$ cat config.mk
export PLATFORM = sky130hd
export DESIGN_NAME = sonar_median_ema_filter_top
export DESIGN_NICKNAME = d
export VERILOG_FILES = /design/src/design/smef_pkg.sv /design/src/design/sonar_median_ema_filter_top.sv /design/src/design/smef_cfg_regs.sv /design/src/design/smef_ring_stage.sv /design/src/design/smef_median.sv /design/src/design/smef_ema_stage.sv
export SDC_FILE = /design/constraint.sdc
export NUM_CORES = 2
export LEC_CHECK = 0
export BUFFER_PORTS_ARGS = -buffer_cell sky130_fd_sc_hd__buf_2
export CAP_MARGIN = 30
export CORE_UTILIZATION = 55
export DETAILED_ROUTE_END_ITERATION = 6
export PLACE_DENSITY = 0.81
export SLEW_MARGIN = 20
export SYNTH_ARGS = -nofsm -noshare
export SYNTH_HDL_FRONTEND = slang
export SYNTH_SLANG_ARGS = --single-unit
$ cat constraint.sdc
create_clock -name clk -period 16.7 [get_ports clk]
set_clock_uncertainty 0.05 [all_clocks]
set_input_delay 0.835 -clock clk [delete_from_list [all_inputs] [get_ports clk]]
set_output_delay 0.835 -clock clk [all_outputs]
set_load 0.05 [all_outputs]
$ cat src/design/smef_pkg.sv
// Shared constants, register codes and beat types for the sonar median / EMA filter.
// Used by every module of the block; no dependencies.
`timescale 1ns / 1ps
`default_nettype none

package smef_pkg;

  localparam int SENSOR_COUNT = 8;
  localparam int WINDOW       = 5;
  localparam int MEDIAN_RANK  = 2;

  // rank beyond the window picks the largest sample
  localparam int RANK = (MEDIAN_RANK < WINDOW) ? MEDIAN_RANK : (WINDOW - 1);

  localparam int SEL_W = (SENSOR_COUNT > 1) ? $clog2(SENSOR_COUNT) : 1;
  localparam int POS_W = (WINDOW > 1) ? $clog2(WINDOW) : 1;
  localparam int CNT_W = (WINDOW > 1) ? $clog2(WINDOW) : 1;

  localparam int TAG_W    = 10;
  localparam int READ_W   = 32;
  localparam int SAMPLE_W = 16;
  localparam int ALPHA_W  = 9;
  localparam int SMOOTH_W = 24;
  localparam int IDX_W    = 3;
  localparam int ADDR_W   = 4;
  localparam int DATA_W   = 32;

  localparam logic [1:0] REG_NO_ECHO  = 2'd0;
  localparam logic [1:0] REG_ALPHA    = 2'd1;
  localparam logic [1:0] REG_TAG_BASE = 2'd2;

  localparam logic [SAMPLE_W-1:0] NO_ECHO_RESET  = 16'd200;
  localparam logic [ALPHA_W-1:0]  ALPHA_RESET    = 9'd205;
  localparam logic [TAG_W-1:0]    TAG_BASE_RESET = 10'd100;
  localparam logic [ALPHA_W-1:0]  ALPHA_ONE      = 9'd256;

  typedef logic [SAMPLE_W-1:0] sample_t;
  typedef sample_t [WINDOW-1:0] window_t;

  typedef struct packed {
    logic [SAMPLE_W-1:0] no_echo;
    logic [ALPHA_W-1:0]  alpha;
    logic [TAG_W-1:0]    tag_base;
  } cfg_t;

  typedef struct packed {
    logic [SEL_W-1:0] sensor;
    window_t          samples;
  } win_beat_t;

  typedef struct packed {
    logic [SEL_W-1:0] sensor;
    sample_t          median;
  } med_beat_t;

endpackage

`default_nettype wire

$ cat src/design/sonar_median_ema_filter_top.sv
// Sonar median / EMA filter: ring stage -> median stage -> average stage -> result.
// Registers in order: input register, ring output, median output, result register.
// Throughput: one reading per cycle while in_stall is low; the stages advance
// independently, so bubbles close up while a result waits on out_stall.
// Reset: synchronous rst clears all rings, ring positions, averages and valid flags
// and loads the register reset values; no clearing pass is needed.
`timescale 1ns / 1ps
`default_nettype none

module sonar_median_ema_filter_top (
  input  wire logic                              clk,
  input  wire logic                              rst,
  input  wire logic                              psel,
  input  wire logic                              penable,
  input  wire logic                              pwrite,
  input  wire logic        [smef_pkg::ADDR_W-1:0] paddr,
  input  wire logic        [smef_pkg::DATA_W-1:0] pwdata,
  output logic             [smef_pkg::DATA_W-1:0] prdata,
  output logic                                   pready,
  input  wire logic                              in_valid,
  output logic                                   in_stall,
  input  wire logic        [smef_pkg::TAG_W-1:0]  sensor_tag,
  input  wire logic signed [smef_pkg::READ_W-1:0] reading,
  output logic                                   out_valid,
  input  wire logic                              out_stall,
  output logic             [smef_pkg::IDX_W-1:0]  sensor_index,
  output logic             [smef_pkg::SAMPLE_W-1:0] window_median,
  output logic             [smef_pkg::SMOOTH_W-1:0] smoothed_q8
);

  smef_pkg::cfg_t      cfg;
  logic                win_valid;
  logic                win_ready;
  smef_pkg::win_beat_t win_beat;
  logic                med_valid;
  logic                med_ready;
  smef_pkg::med_beat_t med_beat;

  smef_cfg_regs u_cfg (
    .clk     (clk),
    .rst     (rst),
    .psel    (psel),
    .penable (penable),
    .pwrite  (pwrite),
    .paddr   (paddr),
    .pwdata  (pwdata),
    .prdata  (prdata),
    .pready  (pready),
    .cfg     (cfg)
  );

  smef_ring_stage u_ring (
    .clk        (clk),
    .rst        (rst),
    .cfg        (cfg),
    .in_valid   (in_valid),
    .in_stall   (in_stall),
    .sensor_tag (sensor_tag),
    .reading    (reading),
    .out_valid  (win_valid),
    .out_beat   (win_beat),
    .out_ready  (win_ready)
  );

  smef_median u_median (
    .clk       (clk),
    .rst       (rst),
    .in_valid  (win_valid),
    .in_beat   (win_beat),
    .in_ready  (win_ready),
    .out_valid (med_valid),
    .out_beat  (med_beat),
    .out_ready (med_ready)
  );

  smef_ema_stage u_ema (
    .clk           (clk),
    .rst           (rst),
    .cfg           (cfg),
    .in_valid      (med_valid),
    .in_beat       (med_beat),
    .in_ready      (med_ready),
    .out_valid     (out_valid),
    .out_stall     (out_stall),
    .sensor_index  (sensor_index),
    .window_median (window_median),
    .smoothed_q8   (smoothed_q8)
  );

endmodule

`default_nettype wire

$ cat src/design/smef_cfg_regs.sv
// APB register file: no-echo distance, alpha and sonar tag base.
// Depends on smef_pkg.
`timescale 1ns / 1ps
`default_nettype none

module smef_cfg_regs (
  input  wire logic                       clk,
  input  wire logic                       rst,
  input  wire logic                       psel,
  input  wire logic                       penable,
  input  wire logic                       pwrite,
  input  wire logic [smef_pkg::ADDR_W-1:0] paddr,
  input  wire logic [smef_pkg::DATA_W-1:0] pwdata,
  output logic      [smef_pkg::DATA_W-1:0] prdata,
  output logic                            pready,
  output smef_pkg::cfg_t                  cfg
);

  logic [1:0] reg_idx;
  logic       wr_en;

  assign reg_idx = paddr[3:2];
  assign pready  = 1'b1;
  assign wr_en   = psel && penable && pwrite && pready;

  always_ff @(posedge clk) begin
    if (rst) begin
      cfg.no_echo  <= smef_pkg::NO_ECHO_RESET;
      cfg.alpha    <= smef_pkg::ALPHA_RESET;
      cfg.tag_base <= smef_pkg::TAG_BASE_RESET;
    end else if (wr_en) begin
      case (reg_idx)
        smef_pkg::REG_NO_ECHO:  cfg.no_echo  <= pwdata[smef_pkg::SAMPLE_W-1:0];
        smef_pkg::REG_ALPHA:    cfg.alpha    <= pwdata[smef_pkg::ALPHA_W-1:0];
        smef_pkg::REG_TAG_BASE: cfg.tag_base <= pwdata[smef_pkg::TAG_W-1:0];
        default: ;
      endcase
    end
  end

  always_comb begin
    case (reg_idx)
      smef_pkg::REG_NO_ECHO:  prdata = smef_pkg::DATA_W'(cfg.no_echo);
      smef_pkg::REG_ALPHA:    prdata = smef_pkg::DATA_W'(cfg.alpha);
      smef_pkg::REG_TAG_BASE: prdata = smef_pkg::DATA_W'(cfg.tag_base);
      default:                prdata = '0;
    endcase
  end

endmodule

`default_nettype wire

$ cat src/design/smef_ring_stage.sv
// Input register, tag decode, sample conditioning and per-sensor sample rings.
// Depends on smef_pkg; emits the updated window of the selected sensor.
`timescale 1ns / 1ps
`default_nettype none

module smef_ring_stage (
  input  wire logic                              clk,
  input  wire logic                              rst,
  input  wire smef_pkg::cfg_t                    cfg,
  input  wire logic                              in_valid,
  output logic                                   in_stall,
  input  wire logic        [smef_pkg::TAG_W-1:0]  sensor_tag,
  input  wire logic signed [smef_pkg::READ_W-1:0] reading,
  output logic                                   out_valid,
  output smef_pkg::win_beat_t                    out_beat,
  input  wire logic                              out_ready
);

  logic                               s1_valid;
  logic        [smef_pkg::TAG_W-1:0]  s1_tag;
  logic signed [smef_pkg::READ_W-1:0] s1_reading;
  logic                               s1_adv;
  logic                               accept;

  logic [smef_pkg::TAG_W-1:0]   diff;
  logic                         hit;
  logic [smef_pkg::SEL_W-1:0]   sel;
  logic [smef_pkg::POS_W-1:0]   pos;
  logic [smef_pkg::POS_W-1:0]   pos_next;
  smef_pkg::sample_t            sample;
  smef_pkg::window_t            new_win;
  logic                         ring_wr;

  smef_pkg::window_t [smef_pkg::SENSOR_COUNT-1:0]      ring;
  logic [smef_pkg::SENSOR_COUNT-1:0][smef_pkg::POS_W-1:0] pos_tab;

  assign s1_adv   = !out_valid || out_ready;
  assign in_stall = s1_valid && !s1_adv;
  assign accept   = in_valid && !in_stall;

  // sensor select; a tag below the base never wraps into the window
  assign diff = s1_tag - cfg.tag_base;
  assign hit  = (s1_tag >= cfg.tag_base) &&
                (diff < smef_pkg::TAG_W'(smef_pkg::SENSOR_COUNT));
  assign sel  = diff[smef_pkg::SEL_W-1:0];

  always_comb begin
    if (s1_reading == '0 || s1_reading[smef_pkg::READ_W-1]) begin
      sample = cfg.no_echo;
    end else if (s1_reading[smef_pkg::READ_W-2:smef_pkg::SAMPLE_W] != '0) begin
      sample = '1;
    end else begin
      sample = s1_reading[smef_pkg::SAMPLE_W-1:0];
    end
  end

  always_comb begin
    pos = pos_tab[sel];
    if (pos > smef_pkg::POS_W'(smef_pkg::WINDOW - 1)) begin
      pos = '0;
    end
    pos_next = (pos == smef_pkg::POS_W'(smef_pkg::WINDOW - 1)) ? '0 : pos + 1'b1;
    new_win      = ring[sel];
    new_win[pos] = sample;
  end

  assign ring_wr = s1_valid && hit && s1_adv;

  always_ff @(posedge clk) begin
    if (rst) begin
      s1_valid <= 1'b0;
    end else if (accept) begin
      s1_valid <= 1'b1;
    end else if (s1_adv) begin
      s1_valid <= 1'b0;
    end
  end

  always_ff @(posedge clk) begin
    if (accept) begin
      s1_tag     <= sensor_tag;
      s1_reading <= reading;
    end
  end

  always_ff @(posedge clk) begin
    if (rst) begin
      ring    <= '0;
      pos_tab <= '0;
    end else if (ring_wr) begin
      ring[sel]    <= new_win;
      pos_tab[sel] <= pos_next;
    end
  end

  // drop beats whose tag misses the sonar window
  always_ff @(posedge clk) begin
    if (rst) begin
      out_valid <= 1'b0;
    end else if (s1_adv) begin
      out_valid <= s1_valid && hit;
    end
  end

  always_ff @(posedge clk) begin
    if (ring_wr) begin
      out_beat.sensor  <= sel;
      out_beat.samples <= new_win;
    end
  end

endmodule

`default_nettype wire

$ cat src/design/smef_median.sv
// Rank selection over one sensor's window, registered.
// Depends on smef_pkg.
`timescale 1ns / 1ps
`default_nettype none

module smef_median (
  input  wire logic                clk,
  input  wire logic                rst,
  input  wire logic                in_valid,
  input  wire smef_pkg::win_beat_t in_beat,
  output logic                     in_ready,
  output logic                     out_valid,
  output smef_pkg::med_beat_t      out_beat,
  input  wire logic                out_ready
);

  logic [smef_pkg::WINDOW-1:0][smef_pkg::CNT_W-1:0] rank_of;
  smef_pkg::sample_t                                 median;

  assign in_ready = !out_valid || out_ready;

  // rank of each entry = number of entries that sort ahead of it; ties by index
  always_comb begin
    for (int i = 0; i < smef_pkg::WINDOW; i++) begin
      rank_of[i] = '0;
      for (int j = 0; j < smef_pkg::WINDOW; j++) begin
        if (j != i) begin
          if ((in_beat.samples[j] < in_beat.samples[i]) ||
              ((in_beat.samples[j] == in_beat.samples[i]) && (j < i))) begin
            rank_of[i] = rank_of[i] + 1'b1;
          end
        end
      end
    end
    median = '0;
    for (int i = 0; i < smef_pkg::WINDOW; i++) begin
      if (rank_of[i] == smef_pkg::CNT_W'(smef_pkg::RANK)) begin
        median = in_beat.samples[i];
      end
    end
  end

  always_ff @(posedge clk) begin
    if (rst) begin
      out_valid <= 1'b0;
    end else if (in_ready) begin
      out_valid <= in_valid;
    end
  end

  always_ff @(posedge clk) begin
    if (in_ready && in_valid) begin
      out_beat.sensor <= in_beat.sensor;
      out_beat.median <= median;
    end
  end

endmodule

`default_nettype wire

$ cat src/design/smef_ema_stage.sv
// Per-sensor exponential average in Q8 and the result register.
// Depends on smef_pkg.
`timescale 1ns / 1ps
`default_nettype none

module smef_ema_stage (
  input  wire logic                           clk,
  input  wire logic                           rst,
  input  wire smef_pkg::cfg_t                 cfg,
  input  wire logic                           in_valid,
  input  wire smef_pkg::med_beat_t            in_beat,
  output logic                                in_ready,
  output logic                                out_valid,
  input  wire logic                           out_stall,
  output logic [smef_pkg::IDX_W-1:0]          sensor_index,
  output logic [smef_pkg::SAMPLE_W-1:0]       window_median,
  output logic [smef_pkg::SMOOTH_W-1:0]       smoothed_q8
);

  logic [smef_pkg::SENSOR_COUNT-1:0][smef_pkg::SMOOTH_W-1:0] store;

  logic [smef_pkg::ALPHA_W-1:0]  alpha_eff;
  logic [smef_pkg::SMOOTH_W-1:0] old_avg;
  logic signed [24:0]            delta;
  logic signed [9:0]             alpha_s;
  logic signed [34:0]            prod;
  logic signed [35:0]            sum;
  logic [smef_pkg::SMOOTH_W-1:0] new_avg;
  logic                          fire;

  assign in_ready = !out_valid || !out_stall;
  assign fire     = in_valid && in_ready;

  // weights above one act as one
  assign alpha_eff = cfg.alpha[smef_pkg::ALPHA_W-1] ? smef_pkg::ALPHA_ONE : cfg.alpha;
  assign alpha_s   = $signed({1'b0, alpha_eff});
  assign old_avg   = store[in_beat.sensor];

  // a*M + (256-a)*old == 256*old + a*(M-old), round half up
  assign delta   = $signed({1'b0, in_beat.median, 8'h00}) - $signed({1'b0, old_avg});
  assign prod    = alpha_s * delta;
  assign sum     = $signed({4'b0000, old_avg, 8'h00}) + 36'(prod) + 36'sd128;
  assign new_avg = sum[31:8];

  always_ff @(posedge clk) begin
    if (rst) begin
      store <= '0;
    end else if (fire) begin
      store[in_beat.sensor] <= new_avg;
    end
  end

  always_ff @(posedge clk) begin
    if (rst) begin
      out_valid <= 1'b0;
    end else if (in_ready) begin
      out_valid <= in_valid;
    end
  end

  always_ff @(posedge clk) begin
    if (fire) begin
      sensor_index  <= smef_pkg::IDX_W'(in_beat.sensor);
      window_median <= in_beat.median;
      smoothed_q8   <= new_avg;
    end
  end

endmodule

`default_nettype wire
## After elaboration in Yosys (flattened, before gate mapping)

Index checks and enable logic that the tools add are counted.

| word-level totals | value |
|---|---|
| flip-flop bits (word level) | 1082 |
| bits of input ports | 85 |
| output and inout bits | 78 |

| cells by class | value |
|---|---|
| $add $sub $neg | 20 |
| multipliers | 1 |
| $lt $le $gt $ge | 29 |
| equal/unequal tests | 18 |
| multiplexer cells | 51 |
| reduce and logical (&&, ||, !) cells | 39 |

Operator list:

| operator | number |
|---|---|
| 640-bit bitwise mux | 1 |
| 16-bit less-than comparator | 20 |
| 80-bit binary-select mux with 3-bit select | 1 |
| 80-bit demux with 3-bit select | 1 |
| 192-bit bitwise mux | 1 |
| 16-bit equality test | 10 |
| 80-bit 2-to-1 mux | 2 |
| 16-bit 2-to-1 mux | 8 |
| 80-bit bitwise mux | 1 |
| 24-bit binary-select mux with 3-bit select | 1 |
| 24-bit demux with 3-bit select | 1 |
| 3-bit 2-to-1 mux | 19 |
| 3-bit by 1-bit adder with 3-bit output (second input constant) | 16 |
| 16-bit demux with 3-bit select | 1 |
| 24-bit 2-to-1 mux | 2 |
| 16-bit one-hot mux with 3 select lines | 1 |
| 32-bit adder | 1 |
| 32-bit by 9-bit adder with 32-bit output (second input constant) | 1 |
| 32-bit zero test | 1 |
| 10-bit by 25-bit multiplier with 32-bit output | 1 |
| 24-bit by 24-bit subtractor with 25-bit output | 1 |
| 24-bit bitwise mux | 1 |
| 3-bit by 2-bit equality test with 1-bit output (second input constant) | 5 |
| 15-bit nonzero test | 1 |
| other kinds (19) | 60 |

## Logic depth before layout (Yosys ltp)

| depth | value |
|---|---|
| word-level depth | 14 |
| mapped depth | 40 |

## Modules after synthesis

From an unflattened synthesis, not the netlist that was laid out.

| unflattened totals | value |
|---|---|
| cell total of the unflattened synthesis | 6782 |
| area, all modules | 61423.9 µm² |

Modules (own cells, without submodules):

| module | instances | cells an instance | area an instance (µm²) |
|---|---|---|---|
| smef_ring_stage | 1 | 3804 | 35564.1 |
| smef_ema_stage | 1 | 2133 | 18539.0 |
| smef_median | 1 | 644 | 5464.0 |
| smef_cfg_regs | 1 | 201 | 1856.8 |

## Worst setup path before layout

Ideal clock, no wire load.

| path | value |
|---|---|
| path type | reg2reg |
| from | register u_median.out_beat[17] in the netlist's numbering |
| to | register u_ema.smoothed_q8[21] in the netlist's numbering (data pin) |
| library setup time | 0.255 ns |
| arrival | 8.694 ns |
| required time | 16.395 ns |
| slack | 7.701 ns |
| stages on the path, launching flop included | 39 |
| clock period less this slack | 8.999 ns |
| cell sequence | edfxtp_1 -> buf_6 -> buf_8 -> buf_6 -> clkbuf_1 -> clkbuf_1 -> clkbuf_1 -> mux2i_1 -> ha_1 -> clkbuf_1 -> a21o_1 -> a21oi_1 -> o221ai_1 -> nand4_1 -> o21ai_4 -> o31a_1 -> o21ai_1 -> nand2b_1 -> (+3 left out) -> inv_1 -> fa_1 -> fa_1 -> fa_1 -> inv_1 -> fa_1 -> inv_1 -> ha_1 -> a21o_1 -> a21o_1 -> a21o_1 -> a21o_1 -> a21oi_1 -> o21bai_1 -> a21o_1 -> or3_1 -> clkbuf_1 -> and2_1 |

| on the way | value |
|---|---|
| cells in the longest elaborated chain, start to end | 6 |

RTL lines:

| what | RTL line | RTL |
|---|---|---|
| from (decl) | smef_median.sv:13 | `output smef_pkg::med_beat_t out_beat,` |
| 24-bit binary-select mux with 3-bit select * | smef_ema_stage.sv:37 | `assign old_avg = store[in_beat.sensor];` |
| 24-bit 2-to-1 mux (implied by the code) * | smef_ema_stage.sv:37 |  |
| 24-bit by 24-bit subtractor with 25-bit output | smef_ema_stage.sv:40 | `assign delta = $signed({1'b0, in_beat.median, 8'h00}) - $signed({1'b0, old_avg});` |
| 10-bit by 25-bit multiplier with 32-bit output | smef_ema_stage.sv:41 | `assign prod = alpha_s * delta;` |
| 32-bit adder * | smef_ema_stage.sv:42 | `assign sum = $signed({4'b0000, old_avg, 8'h00}) + 36'(prod) + 36'sd128;` |
| 32-bit by 9-bit adder with 32-bit output * | smef_ema_stage.sv:42 |  |
| via u_ema.sum[29] | smef_ema_stage.sv:27 | `logic signed [35:0] sum;` |
| to (signal assigned) | smef_ema_stage.sv:65 | `smoothed_q8 <= new_avg;` |
| to (decl) | smef_ema_stage.sv:17 | `output logic [smef_pkg::SMOOTH_W-1:0] smoothed_q8` |

Mark *: on every way through the listed nets, which the timed path passes. The rest lies on a longest branch. The select of a mux whose other input is x is not followed.
A chain may end at the register's enable or synchronous reset.

## Worst setup path in the final report

| path | value |
|---|---|
| from | register u_median.out_beat[18] in the netlist's numbering |
| to | register u_ema.store[164] in the netlist's numbering |

| on the way | value |
|---|---|
| cells in the longest elaborated chain, start to end | 7 |

RTL lines:

| what | RTL line | RTL |
|---|---|---|
| 24-bit binary-select mux with 3-bit select * | smef_ema_stage.sv:37 |  |
| 24-bit 2-to-1 mux (implied by the code) * | smef_ema_stage.sv:37 |  |
| 24-bit by 24-bit subtractor with 25-bit output | smef_ema_stage.sv:40 |  |
| 10-bit by 25-bit multiplier with 32-bit output | smef_ema_stage.sv:41 |  |
| 32-bit adder * | smef_ema_stage.sv:42 |  |
| 32-bit by 9-bit adder with 32-bit output * | smef_ema_stage.sv:42 |  |
| via u_ema.sum[28] | smef_ema_stage.sv:27 |  |
| 192-bit bitwise mux * | smef_ema_stage.sv:49 | `store[in_beat.sensor] <= new_avg;` |
| to (signal, indexed assignment) | smef_ema_stage.sv:49 |  |
| to (decl) | smef_ema_stage.sv:20 | `logic [smef_pkg::SENSOR_COUNT-1:0][smef_pkg::SMOOTH_W-1:0] store;` |

Marked as above.

==> impl_metrics.tcl <==
set metrics [dict create \
    setup_tns_ns 0 \
    peakVddDrop_v 0.0000895 \
    coreArea_um2 106000 \
    finalMaxSlewViolations 0 \
    postRouteAntennaNets 0 \
    clock_sinks 1082 \
    clock_power_share 0.417 \
    status "finished, violations left" \
    synth-edff-count 187 \
    critical_path_arrival_ns 11.82 \
    regArea_um2 23500 \
    switching_power_mw 1.77 \
    internal_power_mw 4.46 \
    synth_area_um2 59100 \
    grt.overflow.total 0 \
    die_x_um 330 \
    h-tree-depth 3 \
    layout-drive-gt1-share 0.0851 \
    timing.final.crit_share 0.674 \
    wire_per_inst_um 22.1 \
    fin_crit_ns 11.26 \
    synth-seq-cells 1082 \
    fmax_mhz 88.8 \
    io_buffers 127 \
    tightest_slew_ns 1.19 \
    cts_resized 0 \
    rows 119 \
    synthToLayoutAreaGrowth_pct 9.47 \
    syn_inst 7078 \
    cts_setup_buffers 0 \
    insertedDiodeCount 0 \
    drtIter0Drc 6402 \
    cts_hold_buffers 0 \
    reg2reg_depth 28 \
    multiInputGateArea_um2 32500 \
    setup_violations 0 \
    power_density_nw_per_um2 96.3 \
    combPwrFrac 0.151 \
    hpwl_mm 119 \
    root_buffer "clkbuf_16" \
    slew_headroom 0.206 \
    rsz0062_at_grt "no" \
    antenna_found_initial 3 \
    critPathLaunchType "register" \
    stdcell_area_um2 64700 \
    maxCapViolCount 0 \
    cts_buffers 106 \
    clk_pin_slew_ns 0.06 \
    p_leak_nw 24.5 \
    violations "DRC" \
    cts_tree "yes" \
    worstPathMaxFanout 49 \
    seqPwrFrac 0.431 \
    dr.pass1.iters 7 \
    via_per_inst 6.19 \
    min_path_type "input pin to register" \
    slowest_delay_ns 0.80 \
    ys_types 99 \
    worstPathRequired_ns 17.27 \
    ys_seq_area_frac 0.398 \
    holdPathStages 1 \
    syn_area_per_cell_um2 8.35 \
    track_usage 0.338 \
    die_area_um2 109000 \
    route.detailed.drc 2 \
    place_area_um2 60800 \
    synthArstFlopShare 0 \
    yosys_warnings 0 \
    place_congestion 1.00 \
    critical_path.most_common_cell "fa_1" \
    cp-end-kind "register" \
    nFillCells 8838 \
    clk_path_buf_depth 3 \
    hold_violations 0 \
    grt_pass1_wl_mm 286 \
    cp_slowest_cell "edfxtp_1" \
    p_sw_frac 0.284 \
    ys.flop_type "dfxtp_1" \
    dieHeight_um 330 \
    grt_max_degree 233 \
    clkLatencyLatePin_ns 0.72 \
    grt_pass1_vias 50300 \
    initial_utilization 0.558 \
    io_pins 163 \
    num_vias 52400 \
    critical_path_class "register to register" \
    nets 7531 \
    routed_wl_mm 187 \
]
-- critical path: cells and delay by family, from the launching register on --
kind	cells	cell delay, ns
xor+xnor	2	1.44
fa+ha+maj	7	3.10
buf+inv	3	0.84
flops	1	0.80
compound gates	10	3.18
simple gates	6	1.71
-- sequential cells by signal (all words and copies together), names as in the netlist, 3 cells and up --
| name | flops |
|---|---|
| u_ema.store | 192 |
| u_median.out_beat | 19 |
| u_ema.sensor_index | 3 |
| u_ring.pos_tab | 24 |
| u_ring.s1_tag | 10 |
| u_ema.window_median | 16 |
| u_ring.ring | 640 |
| u_cfg.cfg | 35 |
| u_ring.out_beat | 83 |
| u_ema.smoothed_q8 | 24 |
| u_ring.s1_reading | 32 |
-- placed cells by master (no fill, tap or decap), drive strengths merged, types with 19 or more instances in the layout --
| cell type | synthesis | routed |
|---|---|---|
| o211ai | 34 | 34 |
| o21a | 21 | 21 |
| o21ai | 142 | 142 |
| a21o | 52 | 52 |
| edfxtp | 187 | 187 |
| fa | 197 | 197 |
| clkbuf | 330 | 149 |
| mux4 | 45 | 45 |
| xnor2 | 44 | 44 |
| nand3b | 41 | 41 |
| mux2i | 203 | 203 |
| nor2b | 57 | 57 |
| nor3 | 50 | 50 |
| a21oi | 1040 | 1040 |
| a211oi | 67 | 67 |
| nor2 | 340 | 340 |
| nand4 | 31 | 31 |
| nand2b | 56 | 56 |
| a22o | 33 | 33 |
| a221oi | 50 | 50 |
| xor2 | 21 | 21 |
| inv | 364 | 368 |
| o22ai | 19 | 19 |
| o311ai | 21 | 21 |
| a22oi | 29 | 29 |
| and2 | 49 | 49 |
| nand2 | 1970 | 1970 |
| dfxtp | 895 | 895 |
| buf | 148 | 250 |
| clkinv | 1 | 33 |
| nand3 | 46 | 46 |
| ha | 274 | 274 |
| or3 | 19 | 19 |
-- layout make-up --
type                            count  share of cell area
Tap cell                         1391              0.0269
Timing Repair Buffer              252              0.0274
Multi-Input combinational cell   5168               0.502
Inverter                          365              0.0213
Clock inverter                     52             0.00980
Clock buffer                      147              0.0493
Sequential cell                  1082               0.364
-- power groups by stage --
stage	clock network (mW)	registers [mW]	logic [mW]
global placement	0	2.75	0.880
global route	2.72	2.69	1.00
detailed placement	0	2.75	0.904
CTS	2.61	2.69	0.910
floorplan	0	2.74	0.597
finish	2.60	2.69	0.943
-- Yosys cell counts, drive strengths merged, types with 142 or more instances --
master,n,area share
fa,197,0.067
clkbuf,330,0.021
edfxtp,187,0.095
nand2,1970,0.13
o21ai,142,0.012
inv,364,0.023
mux2i,203,0.035
a21oi,1040,0.089
dfxtp,895,0.30
ha,274,0.058
buf,148,0.014
nor2,340,0.022
-- kinds of logic after synthesis --
group           after synthesis  synth area share
flops                      1082             0.398
xor+xnor                     66            0.0103
simple gates               2728             0.191
compound gates             1622             0.163
mux                         264            0.0554
buf+inv                     843            0.0577
fa+ha+maj                   471             0.125
other cells                   2          0.000127
-- stage by stage --
step                utilization  setup WS (ns)  total power, mW  instances  hold WS, ns
global placement          0.571           5.74             3.63       8231        0.352
finish                    0.611           5.44             6.23       8457        0.248
floorplan                     -           7.70             3.34       7093        0.350
detailed placement        0.573           5.70             3.65       8247        0.357
global route              0.611           4.83             6.40       8457        0.237
CTS                       0.610           5.63             6.21       8446        0.222
-- metal layers --
| metal | vias up | track usage | share of wire |
|---|---|---|---|
| li1 | 23600 | - | - |
| met1 | 25000 | 0.414 | 0.37 |
| met3 | 698 | 0.0591 | 0.099 |
| met4 | 0 | 0.218 | 0.067 |
| met2 | 3028 | 0.550 | 0.46 |
| met5 | - | 0 | 0 |
-- final timing paths --
kind | slack (ns) | to | start
worst max-delay path | 5.44 | u_ema.store[164] | u_median.out_beat[18]
worst min-delay path | 0.25 | u_ring.s1_reading[20] | reading[20]
worst max register to register | 5.44 | u_ema.store[164] | u_median.out_beat[18]
worst min register to register | 0.37 | u_median.out_beat[18] | u_ring.out_beat[82]
Note: power is estimated with default switching activity, not from simulation.
